**src/hdl/jsfd_pkg.sv**
```systemverilog
`default_nettype none

package jsfd_pkg;

   // Default payload buffer size and the sync value loaded at reset.
   localparam int unsigned BUFFER_BYTES_DEFAULT = 16;
   localparam logic [7:0] SYNC_RESET = 8'h2b;

   // Only the first seven payload bytes feed a report.
   localparam int unsigned REPORT_BYTES = 7;

   typedef logic [7:0] byte_type;
   typedef logic [REPORT_BYTES-1:0][7:0] payload_type;
   typedef logic [1:0] packet_id_type;

   // Packet id codes.
   localparam packet_id_type ID_NONE     = 2'd0;
   localparam packet_id_type ID_JOYSTICK = 2'd1;
   localparam packet_id_type ID_SILENT   = 2'd2;
   localparam packet_id_type ID_WHEEL    = 2'd3;
   localparam byte_type      ID_MAX      = 8'd3;

   // One decoded report.
   typedef struct packed {
      logic               report_kind;
      logic signed [15:0] main_axis;
      logic signed [15:0] stick_y;
      logic [7:0]         pedal_one;
      logic [7:0]         pedal_two;
      logic signed [1:0]  hat_x;
      logic signed [1:0]  hat_y;
      logic [11:0]        buttons;
   } report_type;

   // Hat horizontal direction; codes run clockwise from up, eight and above are centered.
   function automatic logic signed [1:0] hat_dx(input logic [3:0] code);
      logic signed [1:0] dx;
      case (code)
         4'd1, 4'd2, 4'd3: dx = 2'sd1;
         4'd5, 4'd6, 4'd7: dx = -2'sd1;
         default:          dx = 2'sd0;
      endcase
      return dx;
   endfunction

   // Hat vertical direction; up is negative.
   function automatic logic signed [1:0] hat_dy(input logic [3:0] code);
      logic signed [1:0] dy;
      case (code)
         4'd0, 4'd1, 4'd7: dy = -2'sd1;
         4'd3, 4'd4, 4'd5: dy = 2'sd1;
         default:          dy = 2'sd0;
      endcase
      return dy;
   endfunction

endpackage

`default_nettype wire

```
**src/hdl/jsfd_report_unpack.sv**
```systemverilog
`default_nettype none

module jsfd_report_unpack (
   input  wire jsfd_pkg::payload_type   payload,
   input  wire jsfd_pkg::packet_id_type packet_id,
   output jsfd_pkg::report_type         report
);
   import jsfd_pkg::*;

   logic is_wheel;

   assign is_wheel = (packet_id == ID_WHEEL);

   // Field unpack; pedals are stored inverted, so 255 minus a byte is its complement.
   always_comb begin
      report.report_kind = is_wheel;
      report.main_axis   = {payload[1], payload[0]};
      if (is_wheel) begin
         report.stick_y   = 16'sd0;
         report.pedal_one = ~payload[2];
         report.pedal_two = ~payload[3];
      end else begin
         report.stick_y   = {payload[3], payload[2]};
         report.pedal_one = ~payload[4];
         report.pedal_two = 8'd0;
      end
      report.hat_x   = hat_dx(payload[6][7:4]);
      report.hat_y   = hat_dy(payload[6][7:4]);
      report.buttons = {payload[6][3:0], payload[5]};
   end

endmodule

`default_nettype wire

```
**src/hdl/joystick_serial_frame_decoder.sv**
```systemverilog
`default_nettype none
// The closing request is registered in the byte register, then the frame logic sets
// rsp_tvalid and loads the report; a full, untaken report register stalls that step.
// Throughput: one byte per cycle while the report register is free; a byte is registered,
// then one pass of frame logic updates the frame state; the report register, loaded on a
// closing byte, frees on the same cycle it is taken. Reset (synchronous): frame state idle,
// payload bytes zero, sync byte back to 0x2b, both channels empty.

module joystick_serial_frame_decoder #(
   parameter int unsigned BUFFER_BYTES = jsfd_pkg::BUFFER_BYTES_DEFAULT
) (
   input  wire logic        clock,
   input  wire logic        reset,
   // Byte requests in.
   input  wire logic        req_tvalid,
   output logic             req_tready,
   input  wire logic [7:0]  req_tdata,   // [7:0] rx_byte
   // Reports out.
   output logic             rsp_tvalid,
   input  wire logic        rsp_tready,
   output logic [63:0]      rsp_tdata,   // [15:0] main_axis, [31:16] stick_y,
                                         // [39:32] pedal_one, [47:40] pedal_two,
                                         // [49:48] hat_x, [51:50] hat_y, [63:52] buttons
   output logic             rsp_tuser,   // [0] report_kind
   // Sync byte register.
   input  wire logic        csr_wr_en,
   input  wire logic [7:0]  csr_wr_data
);
   import jsfd_pkg::*;

   localparam int unsigned LEN_W = $clog2(BUFFER_BYTES + 1);
   localparam logic [7:0] BUF_LIMIT = 8'(BUFFER_BYTES);

   logic [7:0]        sync_ff;
   logic              rx_valid_ff;
   logic [7:0]        rx_byte_ff;
   logic              in_packet_ff, in_packet_in;
   packet_id_type     packet_id_ff, packet_id_in;
   logic [LEN_W-1:0]  length_ff, length_in;
   logic [LEN_W-1:0]  index_ff, index_in;
   payload_type       payload_ff, payload_in;
   logic              rsp_valid_ff, rsp_valid_in;
   report_type        report_ff;
   report_type        report;
   logic              out_free;
   logic              process;
   logic              emit;

   // Handshake: the output register frees when empty or taken.
   assign out_free   = !rsp_valid_ff || rsp_tready;
   assign req_tready = !rx_valid_ff || out_free;
   assign process    = rx_valid_ff && out_free;

   // Report fields come from the stored payload at the closing byte.
   jsfd_report_unpack u_unpack (
      .payload   (payload_ff),
      .packet_id (packet_id_ff),
      .report    (report)
   );

   // Frame sequencing for the registered byte.
   always_comb begin
      in_packet_in = in_packet_ff;
      packet_id_in = packet_id_ff;
      length_in    = length_ff;
      index_in     = index_ff;
      payload_in   = payload_ff;
      emit         = 1'b0;
      if (process) begin
         if (!in_packet_ff) begin
            if (rx_byte_ff == sync_ff) begin
               in_packet_in = 1'b1;
            end
         end else if (packet_id_ff == ID_NONE) begin
            if (rx_byte_ff > ID_MAX) begin
               in_packet_in = 1'b0;
            end else begin
               packet_id_in = rx_byte_ff[1:0];
            end
         end else if (length_ff == '0) begin
            if (rx_byte_ff > BUF_LIMIT) begin
               in_packet_in = 1'b0;
               packet_id_in = ID_NONE;
            end else begin
               length_in = rx_byte_ff[LEN_W-1:0];
            end
         end else if (index_ff < length_ff) begin
            // Bytes past the report fields are counted but never read.
            for (int i = 0; i < REPORT_BYTES; i++) begin
               if (index_ff == LEN_W'(i)) begin
                  payload_in[i] = rx_byte_ff;
               end
            end
            index_in = index_ff + LEN_W'(1);
         end else begin
            // Closing byte: report for joystick and wheel ids only.
            emit         = (packet_id_ff == ID_JOYSTICK) || (packet_id_ff == ID_WHEEL);
            in_packet_in = 1'b0;
            packet_id_in = ID_NONE;
            length_in    = '0;
            index_in     = '0;
         end
      end
   end

   // Output valid register loads on every free cycle.
   always_comb begin
      rsp_valid_in = rsp_valid_ff;
      if (out_free) begin
         rsp_valid_in = emit;
      end
   end

   // Control state, payload bytes and configuration.
   always_ff @(posedge clock) begin
      if (reset) begin
         sync_ff      <= SYNC_RESET;
         rx_valid_ff  <= 1'b0;
         in_packet_ff <= 1'b0;
         packet_id_ff <= ID_NONE;
         length_ff    <= '0;
         index_ff     <= '0;
         payload_ff   <= '0;
         rsp_valid_ff <= 1'b0;
      end else begin
         if (csr_wr_en) begin
            sync_ff <= csr_wr_data;
         end
         if (req_tready) begin
            rx_valid_ff <= req_tvalid;
         end
         in_packet_ff <= in_packet_in;
         packet_id_ff <= packet_id_in;
         length_ff    <= length_in;
         index_ff     <= index_in;
         payload_ff   <= payload_in;
         rsp_valid_ff <= rsp_valid_in;
      end
   end

   // Data registers need no reset.
   always_ff @(posedge clock) begin
      if (req_tready && req_tvalid) begin
         rx_byte_ff <= req_tdata;
      end
      if (emit) begin
         report_ff <= report;
      end
   end

   assign rsp_tvalid = rsp_valid_ff;
   assign rsp_tuser  = report_ff.report_kind;
   assign rsp_tdata  = {report_ff.buttons, report_ff.hat_y, report_ff.hat_x,
                        report_ff.pedal_two, report_ff.pedal_one,
                        report_ff.stick_y, report_ff.main_axis};

endmodule

`default_nettype wire
```
**config.mk**
```make
export PLATFORM = sky130hd
export DESIGN_NAME = joystick_serial_frame_decoder
export DESIGN_NICKNAME = d
export VERILOG_FILES = /design/src/hdl/jsfd_pkg.sv /design/src/hdl/jsfd_report_unpack.sv /design/src/hdl/joystick_serial_frame_decoder.sv
export SDC_FILE = /design/constraint.sdc
export NUM_CORES = 1
export LEC_CHECK = 0
export ABC_AREA = 1
export BUFFER_PORTS_ARGS = -buffer_cell sky130_fd_sc_hd__buf_4
export CAP_MARGIN = 5
export CORE_AREA = 4 4 143 145
export DETAILED_ROUTE_END_ITERATION = 12
export DIE_AREA = 0 0 147 149
export PLACE_DENSITY = 0.53
export SYNTH_ARGS = -nofsm -noshare
export SYNTH_HDL_FRONTEND = slang
export SYNTH_SLANG_ARGS = --single-unit
```
**constraint.sdc**
```tcl
create_clock -name clock -period 5.5 [get_ports clock]
set_clock_uncertainty 0.1 [all_clocks]
set_input_delay 1.65 -clock clock [delete_from_list [all_inputs] [get_ports clock]]
set_output_delay 1.65 -clock clock [all_outputs]
set_load 0.005 [all_outputs]
```
# ---- Yosys cells after proc, flatten, opt, wreduce, memory -nomap -nowiden
# Cells that the tools add are included.
dict set report op_classes {
  n_addsub 1
  n_mul 0
  n_div 0
  magnitude_cmp 3
  eq_ne 21
  shift 0
  mux 24
  bitwise_logic 5
  reduce_logical 25
}
# op count
set ops {}
lappend ops {{$reduce_and A6 Y1} 7}
lappend ops {{$not A8 Y8} 3}
lappend ops {{$mux W5} 4}
lappend ops {{$eq A4 B3 Y1 const B} 4}
lappend ops {{$mux W16} 1}
lappend ops {{$eq A5 B3 Y1 const B} 3}
lappend ops {{$mux W1} 12}
lappend ops {{$reduce_or A3 Y1} 4}
lappend ops {{$eq A5 B2 Y1 const B} 2}
lappend ops {{$logic_not A5 Y1} 2}
lappend ops {{$mux W2} 5}
lappend ops {{$reduce_and A5 Y1} 2}
lappend ops {{$eq A4 B2 Y1 const B} 2}
lappend ops {{$eq A8 B8 Y1} 1}
lappend ops {{$gt A8 B2 Y1 const B} 1}
lappend ops {{$gt A8 B5 Y1 const B} 1}
lappend ops {{$pmux W2 S2} 2}
lappend ops {{$ne A2 B2 Y1 const B} 3}
lappend ops {{$add A5 B1 Y5 const B} 1}
lappend ops {{$eq A5 B1 Y1 const B} 1}
lappend ops {{$lt A5 B5 Y1} 1}
lappend ops {{$eq A4 B1 Y1 const B} 1}
lappend ops {{$logic_not A4 Y1} 1}
lappend ops {{$reduce_and A4 Y1} 1}
lappend ops {{other kinds (9)} 14}
dict set report word_totals {
  ff_bits 152
  latchBits 0
  mem_bits_rw 0
  romBits 0
  inputBits 21
  output_inout_bits 67
  memories 0
}

# ---- Longest topological paths before layout
# Gate-level depths: netlist of the first run.
dict set report logic_depth {
  ltp_word 7
  depth_mapped 13
}

# ---- Cells and area by module
# From an unflattened synthesis of the first run, not the netlist that was laid out.
dict set report unflattened {
  hier_cells 699
  area_unflattened_um2 6426.2
}
# mod n_inst cells_each area_per_inst_um2 seq_area_each_um2
set by_module_without_submodules {}
lappend by_module_without_submodules {joystick_serial_frame_decoder 1 595 5824.3 3773.6}
lappend by_module_without_submodules {jsfd_report_unpack 1 104 601.8 0.0}

# ---- Worst setup path before layout of the first run
# OpenSTA, ideal clock, no wires.
dict set report synth_timing {
  kind {input -> register}
  startpoint {input port rsp_tready}
  endpoint {register report_ff (netlist bit rsp_tdata[0]) (enable)}
  setup_time_ns 0.419
  t_arrival_ns 3.272
  required_time_ns 4.981
  setup_slack_ns 1.709
  cell_stages 6
  n_path_buf 0
  path_cell_list {inv_2 nand2_4 nand3_4 inv_1 nand4_1 inv_1}
}
dict set report synth_between {
  elab_chain_len 3
}
# item line_no
set synth_lines {}
lappend synth_lines {{from (decl)} joystick_serial_frame_decoder.sv:20} ;# input wire logic rsp_tready,
lappend synth_lines {{$logic_or A1 B1 Y1} joystick_serial_frame_decoder.sv:50} ;# assign out_free = !rsp_valid_ff || rsp_tready;
lappend synth_lines {{$logic_and A1 B1 Y1} joystick_serial_frame_decoder.sv:52} ;# assign process = rx_valid_ff && out_free;
lappend synth_lines {{$mux W1} joystick_serial_frame_decoder.sv:69} ;# if (process) begin
lappend synth_lines {{via emit} joystick_serial_frame_decoder.sv:47} ;# logic emit;
lappend synth_lines {{to (signal assigned)} joystick_serial_frame_decoder.sv:147} ;# report_ff <= report;
lappend synth_lines {{to (decl)} joystick_serial_frame_decoder.sv:43} ;# report_type report_ff;
# The timed path passes the listed nets, and every way through them passes these cells.
# A chain may end at the register's enable or synchronous reset.

# ---- Worst setup path after layout of the first run
dict set report layout_timing {
  startpoint {input port rsp_tready}
  endpoint {output port req_tready}
}
dict set report layout_between {
  elab_chain_len 2
}
# item line_no
set layout_lines {}
lappend layout_lines {{$logic_or A1 B1 Y1} joystick_serial_frame_decoder.sv:50}
lappend layout_lines {{$logic_or A1 B1 Y1} joystick_serial_frame_decoder.sv:51} ;# assign req_tready = !rx_valid_ff || out_free;
lappend layout_lines {{to (decl)} joystick_serial_frame_decoder.sv:16} ;# output logic req_tready,
# No other way between the ends.

==> summary.md, run 1 <==
| Metric | Value |
|---|---|
| Status | `finished clean` |
| Worst setup path startpoint | `rsp_tready` |
| Global route overflow | `0` |
| Final min period | `about 3900 ps` |
| Maximum VDD drop | `approximately 210 uV` |
| Vias/cell | `4.19` |
| Vias in the first global route | `around 4k` |
| Synth cell types | `34` |
| Fin cells | `roughly 990` |
| Hold Path Cell Cnt | `0` |
| Tcrit/Tclk final | `between 70% and 80%` |
| Largest net degree at the start of global routing | `48` |
| Std-Cell Rows | `just over 50` |
| Syn avg cell area | `roughly 9.6 sq um` |
| Main synth FF type | `dfxtp_1` |
| Tot Pwr | `~2.4 mW` |
| Worst reg2reg startpoint | `length_ff[4]$_SDFFE_PP0P_` |
| Share of cells above drive strength 1 | `between 20% and 30%` |
| Total track usage | `between 10% and 20%` |
| Clk slew on worst S/H paths | `roughly 60 ps` |
| Clock root buffer | `clkbuf_16` |
| Core ar. | `about 0.019 sq mm` |
| TNS Setup | `0 ps` |
| Worst Hold Class | `register to register` |
| Fmax | `roughly 0.26 GHz` |
| Commonest cells in the netlist | `nand2_1 (120), nor2_1 (110), dfxtp_1 (79)` |
| Routed Antenna Nets | `0` |
| CP arrival | `~2100 ps` |
| Number of flops mapped to enable cells by yosys | `73` |
| CP Capture Type | `output pin` |
| Worst Reg-to-Reg Cells | `9` |
| Wire per inst | `between 10 and 15 um` |
| Power Density | `about 320 mW/mm^2` |
| Initial drt markers | `between 200 and 300` |
| Total setup buffers inserted after CTS | `0` |
| Crit-path max cell delay | `about 170 ps` |
| Via count | `~4.2k` |
| First-pass GRT wire length | `20900 um` |
| Post-synth top area cell | `edfxtp_1` |
| Clock buffer count from CTS | `17` |
| Crit path capture | `req_tready` |
| DIE AREA | `approximately 0.022 sq mm` |
| Met2 usage | `between 10% and 20%` |
| Placed insts | `960` |
| Top cells by area, synth | `edfxtp_1 (36%), dfxtp_1 (26%), nand2_1 (7.4%), nor2_1 (6.8%), a21oi_1 (3.7%)` |
| DRC violations left | `0` |
| Critical path data required time | `between 3000 and 4000 ps` |
| CP bufs+invs | `3` |
| Crit path depth | `4` |
| Hpwl dp | `between 8000 and 9000 um` |
| Final Max Slew Viols | `0` |
| PortBufs | `87` |
| Synthesized instance count | `635` |
| Top-area cell type share of the netlist area | `a little over a third` |
| Seq/Total Area, Yosys | `approximately three fifths` |
| Clock buffer depth | `2` |
| Ports | `between 80 and 90` |
| R2R Setup Slk | `roughly 2700 ps` |
| Worst Max-Slew Pin Slew | `835 ps` |
| DRT Wirelength | `around 13000 um` |
| Final Hold Fails | `0` |
| N_diodes | `0` |
| Final setup viols | `0` |
| Cell area after synthesis | `a little over 0.006 sq mm` |
| H-tree level count | `4` |
| Clock latency on the worst-skew pair | `430 ps` |
| Max-slew headroom | `between 40% and 50%` |
| GR Util met3 | `~3.5%` |
| CP delay by family, top | `buffers and inverters` |
| Kind of critical path | `input port to output pin` |
| Die width | `around 150 um` |
| Nets@finish | `between 700 and 800` |
| Starting Density | `about a third` |
| Chip height | `around 150 um` |
| Worst-path fanout max | `3` |
| Final RePlAce weighted congestion | `between 0.7 and 0.8` |
| First-pass iteration count of the detailed router | `4` |
| RSZ-0062 raised after global routing | `no` |
| Crit path cell chain | `buf_4 -> inv_2 -> nand3_1 -> buf_4` |
| Initial antenna violation count | `0` |
| Met1 usage | `15.9%` |
| Syn Nets | `between 600 and 700` |
| Cell repeated most along the worst path | `buf_4` |
| Worst Setup Start Kind | `input port` |
| LEAKAGE | `~2.9 nW` |
| Async set-or-reset flop fraction in the synthesized netlist | `0%` |
| TritonCTS Sinks | `152` |
| MaxCap Viol Count | `0` |
| Post-cts gate resize count | `0` |
| Reg-to-Reg End | `rsp_tdata[3]$_DFFE_PP_` |
| Yosys warns | `0` |
| CTS tree | `built` |
| Synth-to-layout area growth | `22.9%` |
| Worst path slowest cell | `buf_4` |
| Number of hold buffers added after CTS | `0` |
| #FFs+latches synth | `about 150` |
| Hold_ws | `around 320 ps` |
| Count leader, synth | `nand2_1` |
| GRT busiest layer | `met2` |
==> how the worst min path moves through the flow <==
stage / end / startpoint / slack, ps
3_3_place_gp: rsp_tdata[55]$_DFFE_PP_ / payload_ff[43]$_SDFFE_PP0P_ / 320
2_1_floorplan: rsp_tdata[10]$_DFFE_PP_ / payload_ff[10]$_SDFFE_PP0P_ / 310
4_1_cts: rsp_tdata[55]$_DFFE_PP_ / payload_ff[43]$_SDFFE_PP0P_ / 330
3_5_place_dp: rsp_tdata[55]$_DFFE_PP_ / payload_ff[43]$_SDFFE_PP0P_ / 310
5_1_grt: rsp_tdata[12]$_DFFE_PP_ / payload_ff[12]$_SDFFE_PP0P_ / 340
6_report: rsp_tdata[7]$_DFFE_PP_ / payload_ff[7]$_SDFFE_PP0P_ / 320
==> per-layer routing <==
metal | vias to the layer above | wire length (um)
met5 | - | 0
met4 | 0 | 167
met3 | 10 | 553
met2 | 77 | 5830
met1 | 1854 | 6400
li1 | 2218 | -
==> state kept, by name, summed over array words and instances, names as in the netlist <==
| signal | flops |
|---|---|
| rsp_tdata | 64 |
| payload_ff | 56 |
| rx_byte_ff | 8 |
| sync_ff | 8 |
| index_ff | 5 |
| length_ff | 5 |
| packet_id_ff | 2 |
| in_packet_ff | 1 |
| rsp_tuser | 1 |
| rsp_tvalid | 1 |
| rx_valid_ff | 1 |
==> report_power, final <==
group | total, mW | leakage (nW) | switching (mW) | internal, mW
clock | 1.12 | 0.272 | 0.456 | 0.666
combinational | 0.0486 | 1.40 | 0.0270 | 0.0216
sequential | 1.21 | 1.24 | 0.0243 | 1.19
==> stage by stage <==
step	cell area [sq um]	setup WS (ps)	util, %
floorplan	6090	1710	-
global placement	6920	1670	36.0
detailed placement	6920	1650	36.0
CTS	7480	1640	39.0
global route	7480	1610	39.0
finish	7480	1640	39.0
==> logic make-up (layout without fill, tap and decap cells) <==
logic type,Yosys count,count (layout),share of synthesized area (%)
AO/OA/AOI/OAI,74,74,6.41
XOR/XNOR,10,10,1.44
adder cells (fa/ha/maj),8,8,1.64
buffers and inverters,89,181,6.55
flip-flops,152,152,61.9
AND/OR/NAND/NOR,302,302,22.0
==> cell type report <==
| type | instances | area [sq um] |
|---|---|---|
| repair buffers | 89 | 668 |
| fillers | 1929 | 11700 |
| clock inverters | 12 | 125 |
| clock buffers | 20 | 437 |
| multi-input cells | 394 | 1920 |
| inverters | 60 | 230 |
| well taps | 265 | 332 |
| flip-flops and latches | 152 | 3770 |
==> cells in the final DEF, fill, tap and decap left out, types with 2 or more instances in the layout <==
| cell | count |
|---|---|
| nor2_2 | 4 |
| inv_1 | 54 |
| nand3_4 | 3 |
| clkinvlp_4 | 2 |
| a21oi_1 | 45 |
| bufinv_16 | 2 |
| inv_2 | 4 |
| clkinv_2 | 4 |
| inv_6 | 4 |
| o21ai_0 | 20 |
| nor2_4 | 4 |
| buf_4 | 89 |
| nor3_1 | 3 |
| edfxtp_1 | 73 |
| nand2_1 | 120 |
| xor2_1 | 6 |
| dfxtp_1 | 79 |
| nand2_4 | 3 |
| nor2_1 | 110 |
| xnor2_1 | 4 |
| nand2_2 | 8 |
| ha_1 | 8 |
| nand3_1 | 44 |
| clkbuf_16 | 17 |
| clkbuf_1 | 3 |
| clkinv_1 | 2 |
| o21ai_1 | 4 |
Power figures use the tool's default switching activity.
==> run 2, diff against run 1 <==
==> constraint.sdc (replaced) <==
create_clock -name clock -period 3.8 [get_ports clock]
set_clock_uncertainty 0.1 [all_clocks]
set_input_delay 1.14 -clock clock [delete_from_list [all_inputs] [get_ports clock]]
set_output_delay 1.14 -clock clock [all_outputs]
set_load 0.005 [all_outputs]
==> run 2 against run 1 <==
Compared with the run above: hold slack improved by 1.3 ps; sequential power rose by 45%; global-route usage barely moved; highest routed layer unchanged.
==> summary.md, run 2 (synthesized netlist as in run 1, its figures left out) <==
| Metric | Value |
|---|---|
| MaxCap Viol Count | `0 (unchanged)` |
| Core ar. | `0.0192 sq mm (unchanged)` |
| Final RePlAce weighted congestion | `0.741 (was 0.752)` |
| Initial antenna violation count | `0 (unchanged)` |
| RSZ-0062 raised after global routing | `no (unchanged)` |
| Initial drt markers | `234 (was 264)` |
| Post-cts gate resize count | `0 (unchanged)` |
| Routed Antenna Nets | `0 (unchanged)` |
| Tcrit/Tclk final | `roughly 75%` |
| Status | `finished clean (unchanged)` |
| Clock buffer count from CTS | `17 (unchanged)` |
| Power Density | `474 mW/mm^2 (was 318 mW/mm^2)` |
| CTS tree | `built (unchanged)` |
| Hpwl dp | `8590 um (was 8490 um)` |
| Std-Cell Rows | `51 (unchanged)` |
| Starting Density | `31.7% (unchanged)` |
| First-pass iteration count of the detailed router | `4 (unchanged)` |
| Final Max Slew Viols | `0 (unchanged)` |
| Wire per inst | `13.0 um (was 13.1 um)` |
| Worst Max-Slew Pin Slew | `589 ps (was 835 ps)` |
| Kind of critical path | `input port to output pin (unchanged)` |
| Final min period | `2830 ps` |
| Clk slew on worst S/H paths | `60 ps (about the same)` |
| Worst Hold Class | `register to register (unchanged)` |
| DIE AREA | `0.0219 sq mm (unchanged)` |
| CP Capture Type | `output pin (unchanged)` |
| PortBufs | `87 (unchanged)` |
| Via count | `4214 (was 4159)` |
| Worst Setup Start Kind | `input port (unchanged)` |
| Most frequent cells in the layout | `nand2_1 (120), nor2_1 (110), buf_4 (89), dfxtp_1 (79), edfxtp_1 (73) (unchanged)` |
| Hold_ws | `326 ps (was 325 ps)` |
| Largest net degree at the start of global routing | `48 (unchanged)` |
| Max-slew headroom | `60.7% (was 44.2%)` |
| Ports | `88 (unchanged)` |
| Synth-to-layout area growth | `24.2% (was 22.9%)` |
| H-tree level count | `4 (unchanged)` |
| Vias/cell | `4.24 (was 4.19)` |
| Chip height | `149 um (unchanged)` |
| DRT Wirelength | `12900 um (was 13000 um)` |
| N_diodes | `0 (unchanged)` |
| Clock root buffer | `clkbuf_16 (unchanged)` |
| Total track usage | `12.1% (was 12.2%)` |
| First-pass GRT wire length | `20900 um (about the same)` |
| CP arrival | `1590 ps (was 2110 ps)` |
| LEAKAGE | `2.96 nW (was 2.92 nW)` |
| Global route overflow | `0 (unchanged)` |
| DRC violations left | `0 (unchanged)` |
| Nets@finish | `744 (was 743)` |
| Total setup buffers inserted after CTS | `0 (unchanged)` |
| Commonest non-fill, non-tap cell in the layout | `nand2_1 (unchanged)` |
| Share of cells above drive strength 1 | `20.9% (was 20.4%)` |
| TNS Setup | `0 ps (unchanged)` |
| Final setup viols | `0 (unchanged)` |
| Worst-path fanout max | `3 (unchanged)` |
| Die width | `147 um (unchanged)` |
| Max FFs per register | `64 (unchanged)` |
| Vias in the first global route | `4084 (was 4083)` |
| Critical path data required time | `2560 ps (was 3750 ps)` |
| Number of hold buffers added after CTS | `0 (unchanged)` |
| Clock latency on the worst-skew pair | `420 ps (was 430 ps)` |
| Final Hold Fails | `0 (unchanged)` |
| Fmax | `approximately 0.35 GHz` |
| Maximum VDD drop | `289 uV (was 210 uV)` |
| Final design utilization | `39.4% (was 39.0%)` |
| Clock buffer depth | `2 (unchanged)` |
| TritonCTS Sinks | `152 (unchanged)` |
-- run 2: changes by cell type in the layout (fill, tap and decap cells not counted), sizes merged --
cell,previous run,this run
clkinvlp,2,1
clkinv,6,7
clkbuf,20,18
bufinv,2,4
buf,89,90
-- run 2: routing by layer --
metal | part of all wire, % | track usage (%) | up-vias
li1 | - | - | 2215
met4 | 0.67 | 4.33 | 0
met2 | 47 | 19.6 | 90
met5 | 0 | 0 | -
met3 | 4.8 | 3.16 | 6
met1 | 47 | 15.9 | 1903
-- run 2: area by class of cell --
type	instances	area, sq um
Clock buffer	18	429
Clock inverter	14	195
Fill cell	1930	11600
Inverter	60	230
Multi-Input combinational cell	394	1920
Sequential cell	152	3770
Tap cell	265	332
Timing Repair Buffer	90	688
-- run 2: metrics by stage --
step	area [sq um]	std cells	total power [mW]	worst slack, ps
2_1_floorplan	6090	635	1.82	519
6_report	7570	993	3.59	967
5_1_grt	7570	993	3.71	907
4_1_cts	7570	993	3.63	967
3_3_place_gp	6940	961	1.86	949
3_5_place_dp	6940	961	1.86	941
-- run 2: final timing paths --
| kind | startpoint | to | slack [ps] | cells after the start |
|---|---|---|---|---|
| min reg2reg | payload_ff[9]$_SDFFE_PP0P_ | rsp_tdata[9]$_DFFE_PP_ | 330 | 0 |
| max | rsp_tready | req_tready | 970 | 4 |
| max reg2reg | length_ff[4]$_SDFFE_PP0P_ | rsp_tdata[22]$_SDFFCE_PN0P_ | 1250 | 9 |
| min | payload_ff[9]$_SDFFE_PP0P_ | rsp_tdata[9]$_DFFE_PP_ | 330 | 0 |
-- run 2: critical path: stages --
cell and delay (ps):
buf_4 110, inv_2 70, nand3_1 110, buf_4 160
-- run 2: power by group --
| part | total [mW] | switching (mW) | leakage, nW | internal [mW] |
|---|---|---|---|---|
| clock network | 1.76 | 0.659 | 0.305 | 1.10 |
| registers | 1.75 | 0.0354 | 1.24 | 1.72 |
| logic | 0.0705 | 0.0392 | 1.41 | 0.0313 |
==> run 3, diff against run 2 <==
--- a/config.mk
+++ b/config.mk
@@ -5,12 +5,12 @@
 export SDC_FILE = /design/constraint.sdc
 export NUM_CORES = 1
 export LEC_CHECK = 0
-export ABC_AREA = 1
+export ABC_AREA = 0
 export BUFFER_PORTS_ARGS = -buffer_cell sky130_fd_sc_hd__buf_4
 export CAP_MARGIN = 5
-export CORE_AREA = 4 4 143 145
+export CORE_AREA = 4 4 142 144
 export DETAILED_ROUTE_END_ITERATION = 12
-export DIE_AREA = 0 0 147 149
+export DIE_AREA = 0 0 146 148
 export PLACE_DENSITY = 0.53
 export SYNTH_ARGS = -nofsm -noshare
 export SYNTH_HDL_FRONTEND = slang
==> constraint.sdc (replaced) <==
create_clock -name clock -period 2.8 [get_ports clock]
set_clock_uncertainty 0.1 [all_clocks]
set_input_delay 0.84 -clock clock [delete_from_list [all_inputs] [get_ports clock]]
set_output_delay 0.84 -clock clock [all_outputs]
set_load 0.005 [all_outputs]
==> run 3 against run 2 <==
Compared with the run above: cell count decreased by 19%; sequential cell count unchanged; largest cell class unchanged; synthesized cell count shrank 27%; total power rose by 34%; combinational power is 73% higher; critical endpoint is now payload_ff[11]$_SDFFE_PP0P_; hold slack gained 7.3 ps; wire length decreased by 3.2%; via count is 13% lower; core utilization grew 0.89 points; final area fell by 0.41%.
==> summary.md, run 3 <==
| Metric | Value |
|---|---|
| Post-cts gate resize count | `0 (unchanged)` |
| Hold_sp | `payload_ff[15]$_SDFFE_PP0P_ (was payload_ff[9]$_SDFFE_PP0P_)` |
| Initial drt markers | `165 (was 234)` |
| Starting Density | `32.0% (was 31.7%)` |
| Final design utilization | `40.3% (was 39.4%)` |
| First-pass iteration count of the detailed router | `4 (unchanged)` |
| Tcrit/Tclk final | `between 80% and 90%` |
| Ports | `88 (unchanged)` |
| Chip height | `148 um (was 149 um)` |
| Share of power burned in registers | `48.9% (about the same)` |
| Worst reg2reg startpoint | `index_ff[2]$_SDFFE_PP0P_ (was length_ff[4]$_SDFFE_PP0P_)` |
| TritonCTS Sinks | `152 (unchanged)` |
| Fin cells | `806 (was 993)` |
| Kind of critical path | `register to register (was input port to output pin)` |
| Top-area cell type share of the netlist area | `36.6% (was 36.0%)` |
| Placed insts | `774 (was 961)` |
| Via count | `3677 (was 4214)` |
| Die width | `146 um (was 147 um)` |
| R2R Setup Slk | `390 ps (was 1250 ps)` |
| TNS Setup | `0 ps (unchanged)` |
| Final setup viols | `0 (unchanged)` |
| Wire per inst | `15.5 um (was 13.0 um)` |
| Final RePlAce weighted congestion | `0.776 (was 0.741)` |
| Number of hold buffers added after CTS | `0 (unchanged)` |
| DRC violations left | `0 (unchanged)` |
| Hold Path Cell Cnt | `0 (unchanged)` |
| Post-synth top area cell | `edfxtp_1 (unchanged)` |
| Yosys warns | `0 (unchanged)` |
| Hpwl dp | `8490 um (was 8590 um)` |
| Max-slew headroom | `61.6% (was 60.7%)` |
| Maximum VDD drop | `401 uV (was 289 uV)` |
| CTS tree | `built (unchanged)` |
| Commonest cells in the netlist | `dfxtp_1 (79), edfxtp_1 (73), mux2i_1 (70) (was nand2_1 (120), nor2_1 (110), dfxtp_1 (79))` |
| RSZ-0062 raised after global routing | `no (unchanged)` |
| Reg-to-Reg End | `payload_ff[11]$_SDFFE_PP0P_ (was rsp_tdata[22]$_SDFFCE_PN0P_)` |
| Vias/cell | `4.56 (was 4.24)` |
| Std-Cell Rows | `50 (was 51)` |
| Pint | `3.82 mW (was 2.85 mW)` |
| Global route overflow | `0 (unchanged)` |
| LEAKAGE | `3.01 nW (was 2.96 nW)` |
| Share of cells above drive strength 1 | `24.3% (was 20.9%)` |
| Final Hold Fails | `0 (unchanged)` |
| DIE AREA | `0.0216 sq mm (was 0.0219 sq mm)` |
| Final Max Slew Viols | `0 (unchanged)` |
| Async set-or-reset flop fraction in the synthesized netlist | `0% (unchanged)` |
| Critical path data required time | `3030 ps (was 2560 ps)` |
| Clk slew on worst S/H paths | `60 ps (about the same)` |
| Largest net degree at the start of global routing | `66 (was 48)` |
| Clock root buffer | `clkbuf_16 (unchanged)` |
| Worst-path fanout max | `8 (was 3)` |
| Nets@finish | `588 (was 744)` |
| Total setup buffers inserted after CTS | `0 (unchanged)` |
| Max FFs per register | `64 (unchanged)` |
| Vias in the first global route | `3795 (was 4084)` |
| Routed Antenna Nets | `0 (unchanged)` |
| Clock buffer count from CTS | `17 (unchanged)` |
| Fmax | `approximately 0.41 GHz` |
| MaxCap Viol Count | `0 (unchanged)` |
| Synthesized instance count | `466 (was 635)` |
| Status | `finished clean (unchanged)` |
| #FFs+latches synth | `152 (unchanged)` |
| Worst Hold Class | `register to register (unchanged)` |
| Main synth FF type | `dfxtp_1 (unchanged)` |
| Clock latency on the worst-skew pair | `420 ps (about the same)` |
| Most frequent cells in the layout | `buf_4 (92), dfxtp_1 (79), edfxtp_1 (73), mux2i_1 (70), nand2b_1 (69) (was nand2_1 (120), nor2_1 (110), buf_4 (89), dfxtp_1 (79), edfxtp_1 (73))` |
| First-pass GRT wire length | `20200 um (was 20900 um)` |
| Syn Nets | `495 (was 664)` |
| Clock buffer depth | `2 (unchanged)` |
| Initial antenna violation count | `0 (unchanged)` |
| Power Density | `637 mW/mm^2 (was 474 mW/mm^2)` |
| Total track usage | `11.9% (was 12.1%)` |
| Seq/Total Area, Yosys | `63.0% (was 61.9%)` |
| N_diodes | `0 (unchanged)` |
| Synth cell types | `46 (was 34)` |
| H-tree level count | `4 (unchanged)` |
| CP Capture Type | `register (was output pin)` |
| Synth-to-layout area growth | `25.8% (was 24.2%)` |
| Clock Power Share | `48.5% (was 49.2%)` |
| Gate power share | `2.5% (was 2.0%)` |
| Number of flops mapped to enable cells by yosys | `73 (unchanged)` |
| CP arrival | `2640 ps (was 1590 ps)` |
| WHS Endpoint | `rsp_tdata[15]$_DFFE_PP_ (was rsp_tdata[9]$_DFFE_PP_)` |
| Commonest non-fill, non-tap cell in the layout | `buf_4 (was nand2_1)` |
| Worst Setup Start Kind | `register (was input port)` |
| Sw frac | `20.5% (about the same)` |
| PortBufs | `87 (unchanged)` |
| DRT Wirelength | `12500 um (was 12900 um)` |
| Worst Reg-to-Reg Cells | `7 (was 9)` |
| Cell area after synthesis | `0.00599 sq mm (was 0.00609 sq mm)` |
| Top cells by area, synth | `edfxtp_1 (37%), dfxtp_1 (26%), mux2i_1 (12%), nand2b_1 (7.2%), and2_1 (1.9%) (was edfxtp_1 (36%), dfxtp_1 (26%), nand2_1 (7.4%), nor2_1 (6.8%), a21oi_1 (3.7%))` |
| Psw | `0.982 mW (was 0.734 mW)` |
| Final min period | `~2400 ps` |
| Count leader, synth | `dfxtp_1 (was nand2_1)` |
| Worst Max-Slew Pin Slew | `574 ps (was 589 ps)` |
| Core ar. | `0.0187 sq mm (was 0.0192 sq mm)` |
| Syn avg cell area | `12.9 sq um (was 9.59 sq um)` |
run 3: changes by cell type after synthesis, moves of 15 or more:
cell      previous run  this run
o21ai_0             20         5
nor2_1             110        18
mux2i_1              0        70
nand3_1             44         6
nand2_1            120        14
and2_1               0        18
inv_1               55        11
a21oi_1             45        12
nand2b_1             0        69
run 3: metal layers:
| metal | part of all wire (%) | vias up | GRT usage, % |
|---|---|---|---|
| met5 | 0 | - | 0 |
| met4 | 2.9 | 0 | 5.46 |
| met3 | 4.9 | 23 | 4.35 |
| met2 | 48 | 82 | 19.3 |
| met1 | 44 | 1746 | 14.1 |
| li1 | - | 1826 | - |
run 3: final cells by class:
| type | count | area [sq um] |
|---|---|---|
| fill | 1779 | 11200 |
| sequential | 152 | 3770 |
| multi-input combinational | 284 | 2100 |
| timing repair buffer | 93 | 711 |
| clock buffer | 18 | 439 |
| tap | 234 | 293 |
| clock inverter | 14 | 170 |
| inverter | 11 | 45.0 |
run 3: power groups by stage:
stage	Combinational, mW	Sequential (mW)	Clock (mW)
after floorplan	0.0743	2.39	0
after global placement	0.122	2.40	0
after detailed placement	0.126	2.40	0
after CTS	0.126	2.35	2.39
after global routing	0.133	2.35	2.50
final	0.122	2.35	2.33
run 3: worst max-delay path by stage:
stage | startpoint | endpoint | slack (ps) | cells after the start
final | index_ff[2]$_SDFFE_PP0P_ | payload_ff[11]$_SDFFE_PP0P_ | 390 | 7
after global routing | index_ff[2]$_SDFFE_PP0P_ | payload_ff[11]$_SDFFE_PP0P_ | 210 | 7
after CTS | index_ff[2]$_SDFFE_PP0P_ | payload_ff[11]$_SDFFE_PP0P_ | 380 | 7
after detailed placement | rsp_tready | payload_ff[11]$_SDFFE_PP0P_ | 250 | 7
after global placement | rsp_tready | payload_ff[13]$_SDFFE_PP0P_ | 320 | 7
after floorplan | rsp_tready | rsp_tdata[0]$_DFFE_PP_ | 30 | 5
run 3: stage by stage:
| stage | instance area [sq um] | hold slack, ps | total power [mW] | worst slack [ps] |
|---|---|---|---|---|
| 4_1_cts | 7540 | 337 | 4.87 | 376 |
| 6_report | 7540 | 333 | 4.80 | 389 |
| 5_1_grt | 7540 | 345 | 4.98 | 209 |
| 3_5_place_dp | 6930 | 316 | 2.52 | 253 |
| 3_3_place_gp | 6930 | 317 | 2.52 | 319 |
| 2_1_floorplan | 6000 | 309 | 2.46 | 31.5 |
run 3: logic make-up after synthesis:
kind of cell | count (synthesis) | share of synthesized area, %
buffers and inverters | 30 | 1.98
AOI/OAI and AO/OA | 35 | 3.74
muxes | 70 | 11.7
adders and majority gates | 8 | 1.67
xor gates and xnor gates | 8 | 1.17
DFF | 152 | 63.0
and+or+nand+nor | 163 | 16.8
run 3: worst max-delay path, stage by stage, from the launching register on:
cell and delay, ps:
dfxtp_1 450, ha_1 290, a21o_1 160, a31oi_1 210, o21a_1 300, buf_4 200, and4_1 400, mux2i_1 230
